$ cat src/bspr_pkg.sv
package bspr_pkg;

   // antenna count, 1 to 4
   localparam int ANTENNAS = 4;
   // calibration registers that the csr port always provides
   localparam int NUM_CAL = 4;
   localparam logic [1:0] ANT_LAST = 2'(ANTENNAS - 1);

   // a quarter turn in 1/65536 turn units
   localparam logic [14:0] QUARTER = 15'd16384;

   // quarter-wave sine, scaled by 32768
   localparam logic [15:0] SINE_QUARTER [0:64] = '{
          16'd0,   16'd804,  16'd1608,  16'd2411,  16'd3212,  16'd4011,  16'd4808,  16'd5602,
       16'd6393,  16'd7180,  16'd7962,  16'd8740,  16'd9512, 16'd10279, 16'd11039, 16'd11793,
      16'd12540, 16'd13279, 16'd14010, 16'd14733, 16'd15447, 16'd16151, 16'd16846, 16'd17531,
      16'd18205, 16'd18868, 16'd19520, 16'd20160, 16'd20788, 16'd21403, 16'd22006, 16'd22595,
      16'd23170, 16'd23732, 16'd24279, 16'd24812, 16'd25330, 16'd25833, 16'd26320, 16'd26791,
      16'd27246, 16'd27684, 16'd28106, 16'd28511, 16'd28899, 16'd29269, 16'd29622, 16'd29957,
      16'd30274, 16'd30572, 16'd30853, 16'd31114, 16'd31357, 16'd31581, 16'd31786, 16'd31972,
      16'd32138, 16'd32286, 16'd32413, 16'd32522, 16'd32610, 16'd32679, 16'd32729, 16'd32758,
      16'd32768
   };

   // one antenna slot handed from the issue logic to the datapath
   typedef struct packed {
      logic [1:0]         ant;
      logic               last;
      logic [15:0]        cal;
      logic [15:0]        step;
      logic signed [15:0] sample_i;
      logic signed [15:0] sample_q;
   } issue_type;

   // tag that rides along with each antenna slot
   typedef struct packed {
      logic [1:0] ant;
      logic       last;
   } tag_type;

   // sine of a 16-bit turn fraction, scaled by 32768, linear interpolation
   function automatic logic signed [16:0] turn_sine(input logic [15:0] ph);
      logic [13:0] r;
      logic [14:0] x;
      logic [6:0]  idx;
      logic [7:0]  frac;
      logic [15:0] lo;
      logic [15:0] hi;
      logic [15:0] diff;
      logic [23:0] prod;
      logic [16:0] v;
      r    = ph[13:0];
      x    = ph[14] ? (QUARTER - {1'b0, r}) : {1'b0, r};
      idx  = x[14:8];
      frac = x[7:0];
      lo   = '0;
      hi   = '0;
      diff = '0;
      prod = '0;
      if (idx >= 7'd64) begin
         v = 17'(SINE_QUARTER[64]);
      end else begin
         lo   = SINE_QUARTER[idx];
         hi   = SINE_QUARTER[idx + 7'd1];
         diff = hi - lo;
         prod = 24'(diff) * 24'(frac) + 24'd128;
         v    = 17'(lo) + 17'(prod[23:8]);
      end
      return ph[15] ? (17'sd0 - $signed(v)) : $signed(v);
   endfunction

endpackage

$ cat src/bspr_datapath.sv
module bspr_datapath (
   input  logic                 clock,
   input  logic                 reset,
   input  logic                 advance,
   input  logic                 issue_valid,
   input  bspr_pkg::issue_type  issue_data,
   output logic                 rsp_valid,
   output logic [1:0]           rsp_antenna,
   output logic signed [15:0]   rsp_out_i,
   output logic signed [15:0]   rsp_out_q,
   output logic                 rsp_clipped,
   output logic                 rsp_last_antenna
);
   import bspr_pkg::*;

   // divide by 32768, round half away from zero, saturate; returns {clip, value}
   function automatic logic [16:0] round_sat(input logic signed [33:0] x);
      logic        neg;
      logic [32:0] mag;
      logic [32:0] rsum;
      logic [17:0] r;
      logic        clip;
      logic [15:0] val;
      neg  = x[33];
      mag  = neg ? 33'(34'sd0 - x) : 33'(x);
      rsum = mag + 33'd16384;
      r    = rsum[32:15];
      if (!neg) begin
         clip = (r > 18'd32767);
         val  = clip ? 16'h7fff : r[15:0];
      end else begin
         clip = (r > 18'd32768);
         val  = clip ? 16'h8000 : (16'd0 - r[15:0]);
      end
      return {clip, val};
   endfunction

   // stage 1: phase
   logic               s1_valid_ff;
   tag_type            s1_tag_ff;
   logic signed [15:0] s1_i_ff, s1_q_ff;
   logic [15:0]        s1_phase_ff;
   logic [15:0]        s1_phase_in;

   // stage 2: sine and cosine
   logic               s2_valid_ff;
   tag_type            s2_tag_ff;
   logic signed [15:0] s2_i_ff, s2_q_ff;
   logic signed [16:0] s2_sin_ff, s2_cos_ff;
   logic signed [16:0] s2_sin_in, s2_cos_in;

   // stage 3: products
   logic               s3_valid_ff;
   tag_type            s3_tag_ff;
   logic signed [32:0] s3_ic_ff, s3_qs_ff, s3_is_ff, s3_qc_ff;
   logic signed [32:0] s3_ic_in, s3_qs_in, s3_is_in, s3_qc_in;

   // stage 4: sums
   logic               s4_valid_ff;
   tag_type            s4_tag_ff;
   logic signed [33:0] s4_sum_i_ff, s4_sum_q_ff;
   logic signed [33:0] s4_sum_i_in, s4_sum_q_in;

   // output register
   logic               out_valid_ff;
   tag_type            out_tag_ff;
   logic [15:0]        out_i_ff, out_q_ff;
   logic               out_clip_ff;
   logic [16:0]        rs_i_in, rs_q_in;

   always_comb begin
      s1_phase_in = issue_data.cal - issue_data.step;
      s2_sin_in   = turn_sine(s1_phase_ff);
      s2_cos_in   = turn_sine(s1_phase_ff + 16'(QUARTER));
      s3_ic_in    = 33'(s2_i_ff) * 33'(s2_cos_ff);
      s3_qs_in    = 33'(s2_q_ff) * 33'(s2_sin_ff);
      s3_is_in    = 33'(s2_i_ff) * 33'(s2_sin_ff);
      s3_qc_in    = 33'(s2_q_ff) * 33'(s2_cos_ff);
      s4_sum_i_in = 34'(s3_ic_ff) - 34'(s3_qs_ff);
      s4_sum_q_in = 34'(s3_is_ff) + 34'(s3_qc_ff);
      rs_i_in     = round_sat(s4_sum_i_ff);
      rs_q_in     = round_sat(s4_sum_q_ff);
   end

   always_ff @(posedge clock) begin
      if (reset) begin
         s1_valid_ff  <= 1'b0;
         s2_valid_ff  <= 1'b0;
         s3_valid_ff  <= 1'b0;
         s4_valid_ff  <= 1'b0;
         out_valid_ff <= 1'b0;
      end else if (advance) begin
         s1_valid_ff  <= issue_valid;
         s2_valid_ff  <= s1_valid_ff;
         s3_valid_ff  <= s2_valid_ff;
         s4_valid_ff  <= s3_valid_ff;
         out_valid_ff <= s4_valid_ff;
      end
   end

   always_ff @(posedge clock) begin
      if (advance) begin
         s1_tag_ff   <= '{ant: issue_data.ant, last: issue_data.last};
         s1_i_ff     <= issue_data.sample_i;
         s1_q_ff     <= issue_data.sample_q;
         s1_phase_ff <= s1_phase_in;

         s2_tag_ff <= s1_tag_ff;
         s2_i_ff   <= s1_i_ff;
         s2_q_ff   <= s1_q_ff;
         s2_sin_ff <= s2_sin_in;
         s2_cos_ff <= s2_cos_in;

         s3_tag_ff <= s2_tag_ff;
         s3_ic_ff  <= s3_ic_in;
         s3_qs_ff  <= s3_qs_in;
         s3_is_ff  <= s3_is_in;
         s3_qc_ff  <= s3_qc_in;

         s4_tag_ff   <= s3_tag_ff;
         s4_sum_i_ff <= s4_sum_i_in;
         s4_sum_q_ff <= s4_sum_q_in;

         out_tag_ff  <= s4_tag_ff;
         out_i_ff    <= rs_i_in[15:0];
         out_q_ff    <= rs_q_in[15:0];
         out_clip_ff <= rs_i_in[16] | rs_q_in[16];
      end
   end

   assign rsp_valid        = out_valid_ff;
   assign rsp_antenna      = out_tag_ff.ant;
   assign rsp_out_i        = $signed(out_i_ff);
   assign rsp_out_q        = $signed(out_q_ff);
   assign rsp_clipped      = out_clip_ff;
   assign rsp_last_antenna = out_tag_ff.last;

   // a stalled pipeline keeps its stage 1, stage 4 and output slots in place
   a_stall_holds: assert property (@(posedge clock) disable iff (reset)
      !advance |=> $stable(s1_valid_ff) && $stable(s4_valid_ff) && $stable(out_valid_ff))
      else $error("pipeline moved during stall");

   // a slot in stage 4 reaches the output on the next advance
   a_s4_to_out: assert property (@(posedge clock) disable iff (reset)
      advance && s4_valid_ff |=> out_valid_ff)
      else $error("slot lost between stage 4 and output");

   // reset empties the pipeline
   a_reset_empty: assert property (@(posedge clock)
      reset |=> !s1_valid_ff && !s2_valid_ff && !s3_valid_ff && !out_valid_ff)
      else $error("pipeline not empty after reset");

endmodule

$ cat config.mk
export PLATFORM = sky130hd
export DESIGN_NAME = bspr_datapath
export DESIGN_NICKNAME = d
export VERILOG_FILES = /design/src/bspr_pkg.sv /design/src/bspr_datapath.sv
export SDC_FILE = /design/constraint.sdc
export NUM_CORES = 2
export LEC_CHECK = 0
export BUFFER_PORTS_ARGS = -buffer_cell sky130_fd_sc_hd__buf_2
export CORE_UTILIZATION = 40
export DETAILED_ROUTE_END_ITERATION = 6
export GPL_TIMING_DRIVEN = 0
export PLACE_DENSITY = 0.57
export SYNTH_ARGS = -nofsm -noshare
export SYNTH_HDL_FRONTEND = slang
export SYNTH_SLANG_ARGS = --single-unit
$ cat constraint.sdc
create_clock -name clock -period 14 [get_ports clock]
set_input_delay 0.7 -clock clock [delete_from_list [all_inputs] [get_ports clock]]
set_output_delay 0.7 -clock clock [all_outputs]
set_load 0.02 [all_outputs]
### Yosys cells after proc, flatten, opt, wreduce, memory -nomap -nowiden

Memories as Yosys holds them, arrays and structs flattened.
Index checks and enable logic that the tools add are counted.

* add/sub/neg operators: 22
* multiply operators: 6
* order comparisons: 10
* mux-type cells: 24
* bitwise logic cells: 5

Operator list (count)
* $mux W16: 14
* $mul A16 B17 Y33: 4
* $mux W17: 4
* $add A33 B15 Y33 const B: 2
* $mux W33: 2
* $sub A1 B33 Y33 const A: 2
* $add A24 B8 Y24 const B: 2
* $mul A16 B8 Y24: 2
* $sub A16 B16 Y16: 3
* $gt A18 B15 Y1 const B: 2
* $gt A18 B16 Y1 const B: 2
* $add A16 B16 Y17: 2
* $add A33 B33 Y34: 1
* $sub A1 B17 Y17 const A: 2
* $sub A33 B33 Y34: 1
* $ge A8 B8 Y1 const B: 4
* $not A7 Y8: 4
* $sub A1 B16 Y16 const A: 2
* $mux W15: 2
* $sub A15 B14 Y15 const A: 2
* $add A16 B15 Y16 const B: 1
* $add A7 B1 Y7 const B: 2
* $ge A7 B7 Y1 const B: 2
* $mux W1: 2
* $or A1 B1 Y1: 1

* bits in registers: 367
* bits in read-only memories: 8192
* input bits: 71
* output and inout port bits: 37
* memories: 4

Memories
* (no name shown): words 128, bits a word 16, rd ports 1, clocked after memory_dff 0, wr ports 0, RTL line bspr_pkg.sv:64 `hi = SINE_QUARTER[idx + 7'd1];`
* (no name shown): words 128, bits a word 16, rd ports 1, clocked after memory_dff 0, wr ports 0, RTL line bspr_pkg.sv:63 `lo = SINE_QUARTER[idx];`
* (no name shown): words 128, bits a word 16, rd ports 1, clocked after memory_dff 0, wr ports 0, RTL line bspr_pkg.sv:64
* (no name shown): words 128, bits a word 16, rd ports 1, clocked after memory_dff 0, wr ports 0, RTL line bspr_pkg.sv:63

### Longest topological paths before layout

* depth after elaboration: 15
* gate-level depth with buffers: 62

### Worst setup path after synthesis

No wires, ideal clock.

* kind: reg2reg
* start: register s1_phase_ff[0]
* end: register s2_cos_ff[16], data pin
* setup time: 0.262 ns
* arrival time: 12.923 ns
* setup slack: 0.815 ns
* stages on the path, launching flop included: 55
* path buffers: 8
* clock period less this slack: 13.185 ns
* cells stage by stage: edfxtp_1 > inv_1 > clkbuf_1 > ha_1 > nor3b_1 > and3_1 > a21oi_1 > xor2_1 > clkbuf_1 > clkbuf_1 > buf_1 > ha_1 > clkbuf_1 > nand2_1 > xnor2_1 > clkbuf_1 > clkbuf_1 > o211ai_1 > (+19 left out) > inv_1 > fa_1 > inv_1 > ha_1 > or3_1 > a311oi_1 > nor2_1 > and2_1 > nor2_1 > xnor2_1 > ha_1 > and3_1 > a211oi_1 > mux2i_1 > a311oi_1 > o21ai_0 > o31ai_1 > xnor2_1

* cells in the longest elaborated chain, start to end: 15
* elaborated cells on any way between the ends: 20
* classes of those cells: add/sub: 7; mul: 1; order compare: 1; mux: 7; bitwise: 2; memory: 2

RTL lines
* start, declared: RTL line bspr_datapath.sv:42 `logic [15:0] s1_phase_ff;`
* start signal, assigned: RTL line bspr_datapath.sv:106 `s1_phase_ff <= s1_phase_in;`
* $add A16 B15 Y16 (*): RTL line bspr_datapath.sv:74 `s2_cos_in = turn_sine(s1_phase_ff + 16'(QUARTER));`
* $sub A15 B14 Y15: RTL line bspr_pkg.sv:53 `x = ph[14] ? (QUARTER - {1'b0, r}) : {1'b0, r};`
* $mux W15: RTL line bspr_pkg.sv:53
* $add A7 B1 Y7: RTL line bspr_pkg.sv:64
* $not A7 Y8 (not written as such): RTL line bspr_pkg.sv:64
* $mem_v2 Z128 W16
* $mux W16 (not written as such) (2 in a row): RTL line bspr_pkg.sv:64
* $sub A16 B16 Y16: RTL line bspr_pkg.sv:65 `diff = hi - lo;`
* $mul A16 B8 Y24: RTL line bspr_pkg.sv:66 `prod = 24'(diff) * 24'(frac) + 24'd128;`
* $add A24 B8 Y24: RTL line bspr_pkg.sv:66
* $add A16 B16 Y17: RTL line bspr_pkg.sv:67 `v = 17'(lo) + 17'(prod[23:8]);`
* $mux W17: RTL line bspr_pkg.sv:60 `if (idx >= 7'd64) begin`
* $sub A1 B17 Y17: RTL line bspr_pkg.sv:69 `return ph[15] ? (17'sd0 - $signed(v)) : $signed(v);`
* $mux W17 (*): RTL line bspr_pkg.sv:69
* via s2_cos_in[16]: RTL line bspr_datapath.sv:50 `logic signed [16:0] s2_sin_in, s2_cos_in;`
* end signal, assigned: RTL line bspr_datapath.sv:112 `s2_cos_ff <= s2_cos_in;`
* end, declared: RTL line bspr_datapath.sv:49 `logic signed [16:0] s2_sin_ff, s2_cos_ff;`

The timed path passes the listed nets; every way through them passes the cells marked *. The select of a mux whose other input is x is not followed.
A chain may end at the register's enable or synchronous reset.

### Final worst setup path

Same ends and word-level chain as after synthesis.

==> flow_summary.ini <==
[layout]
final_common_cell = inv_1
post_route_cells_drive_above_1_share_pct = 4.89
multi_input_area_um2 = 58600
area_delta_synth_final_pct = 8.23
fillCellCount = 18800
fin_nets = 10700
seq_area_um2 = 11000
final_cell_mix = 1,557 x inv_1, 1,277 x fa_1, 905 x nand2_1, 621 x ha_1, 608 x nor2_1

[worst_setup_path]
startpoint_type = register
crit_top_cell = o21ai_0
cpPeakStageDelay_ns = 0.53
crit_arrival_ns = 13.72
critPathMaxFanout = 13
critPathSlowestCell = fa_1
required_ns = 14.40
worstSetupEndpointType = register
worstSetupPathType = reg -> reg

[global_routing]
grt_start_max_net_pins = 124
grt_pass1_vias = 62700
grt_pass1_wl_mm = 385
track_usage_pct = 26.5
antenna_found_initial = 19
grt_remaining_overflow = 0

[synthesis]
synthTopCellsByArea = fa_1 33%, edfxtp_1 14%, ha_1 10%, inv_1 7.7%, nand2_1 4.4%
synth_top_area_share_pct = 33.4
synth_ff_type = edfxtp_1
netlist-cell-type-count = 94
synthesis.area_um2 = 76500
synth_fp_nets = 10500
yosysSeqAreaShare_pct = 14.3
synthArstFlopShare_pct = 0
synth_area_per_cell_um2 = 8.93
synth-edff-count = 362
ys_ff_latch = 367
syn_inst = 8559
synth_area_leader_cell = fa_1
ys_warn_count = 0

[floorplan]
dieArea_um2 = 193000
initial_utilization_pct = 40.2
fp-row-count = 160
die_h_um = 439
pin_count = 108
core_um2 = 190000
die_x_um = 439

[cts]
clk_path_buf_depth = 3
htreeDepth = 2
cts_hold_buf = 0
cts_root_buffer = clkbuf_16
cts_made_buffers = 49
clkSinkCount = 367
insertion_delay_ns = 0.66
path_clk_slew_ns = 0.05
cts_tree = yes

[place]
place_congestion = 0.999
dp_hpwl_mm = 204
port_buffers = 107

[sta]
final_hold_viol_count = 0
clock.fmax_ghz = 0.0751
finalMaxSlewViolations = 0
setup_viol = 0
post-route-min-period_ns = 13.32
holdWs_ns = 0.215
worst_pin_slew_ns = 1.48
period_share_pct = 95.2
skew_ns = 0.0164
slew_headroom_pct = 1.13

[detailed_routing]
wire_per_inst_um = 22.4
first_pass_iters = 7
ant_nets = 0
via_per_inst = 5.46
drc_errors = 0
via_count = 61800
drt-total-wl_mm = 254
drt_iter0_markers = 5111

[flow_run]
cap_violations = 0

[status]
status = completed

[worst_hold_path]
holdCritPathClass = in -> reg
==> what timing repair did <==
action,4_1_cts,5_1_grt
gates resized for setup,98,94
setup buffers,9,19
pin swaps,5,12
setup endpoints to repair,34,22
==> path summary, 6_finish.rpt <==
path	to	cells past startpoint	slack (ns)	from
max	s2_cos_ff[16]	52	0.68	s1_phase_ff[0]
min	s1_i_ff[6]	1	0.22	issue_data[22]
max reg2reg	s2_cos_ff[16]	52	0.68	s1_phase_ff[0]
min reg2reg	s2_i_ff[10]	0	0.41	s1_i_ff[10]
==> stage by stage <==
stage | instance area (µm²) | utilization [%] | instances | TNS [ns] | setup WS (ns)
floorplan | 76500 | - | 8559 | 0 | 0.815
global placement | 80100 | 42.2 | 11200 | -96.54 | -4.20
detailed placement | 80300 | 42.2 | 11200 | -93.07 | -3.99
CTS | 82300 | 43.3 | 11300 | -0.00225 | -0.00225
global route | 82700 | 43.5 | 11300 | -0.0653 | -0.0487
finish | 82800 | 43.6 | 11300 | 0 | 0.678
==> sequential cells by signal, indices dropped and copies added (netlist names), 2 cells and up <==
signal and count:
s2_q_ff 16, rsp_antenna 2, rsp_out_q 16, s1_phase_ff 16, s2_tag_ff 3, s3_ic_ff 33, rsp_out_i 16, s1_tag_ff 3
s3_is_ff 33, s2_cos_ff 17, s3_tag_ff 3, s2_i_ff 16, s4_tag_ff 3, s4_sum_i_ff 34, s3_qc_ff 33, s2_sin_ff 17
s1_q_ff 16, s1_i_ff 16, s4_sum_q_ff 34, s3_qs_ff 33
==> Yosys cell counts (all sizes together) (19+ instances only) <==
cell type,number
ha,626
o21a,48
o211ai,45
inv,1560
a31oi,36
clkbuf,395
nor2b,51
o21ai,272
nand2,906
or2,51
and2,448
nor4,30
nor3,140
or3,40
a311oi,23
o22ai,34
o2111ai,19
nand3,103
nand4,24
and3,33
a21oi,320
a21boi,21
nor2,613
a211oi,77
xor2,103
o31ai,20
nand2b,134
fa,1277
o21bai,27
a21o,81
mux2i,25
edfxtp,362
a221oi,20
xnor2,311
==> worst max-delay path, delay by kind of cell, from the launching register on <==
family	cells	cell delay, ns
and+or+nand+nor	9	1.50
adders and majority gates	10	3.80
buffers and inverters	9	1.89
AOI/OAI and AO/OA	19	4.17
xor gates and xnor gates	5	1.13
DFF	1	0.47
==> per-layer routing <==
metal	track usage [%]	up-vias	wire length [µm]
met2	41.9	2350	115000
met3	4.76	438	19900
met5	0	-	41
li1	-	27700	-
met4	11.5	6	11700
met1	35.5	31300	107000
==> kinds of logic after synthesis <==
kind of cell | after synthesis | synth area share [%]
muxes | 33 | 0.489
DFF | 367 | 14.3
buffers and inverters | 1974 | 9.71
adders and majority gates | 1903 | 43.7
and+or+nand+nor | 2638 | 16.4
AOI/OAI and AO/OA | 1230 | 10.6
xor gates and xnor gates | 414 | 4.74
==> final cells by class <==
| cell class | instances | area share, % |
|---|---|---|
| clock inverters | 30 | 0.379 |
| clock buffers | 57 | 1.52 |
| inverters | 1562 | 7.09 |
| flip-flops and latches | 367 | 13.3 |
| well taps | 2511 | 3.80 |
| diodes | 23 | 0.0695 |
| repair buffers | 140 | 1.04 |
| plain buffers | 407 | 2.00 |
| multi-input cells | 6218 | 70.8 |
Power is not shown: default switching activity piles up to over one toggle a cycle in this logic, so the estimate is an artifact.
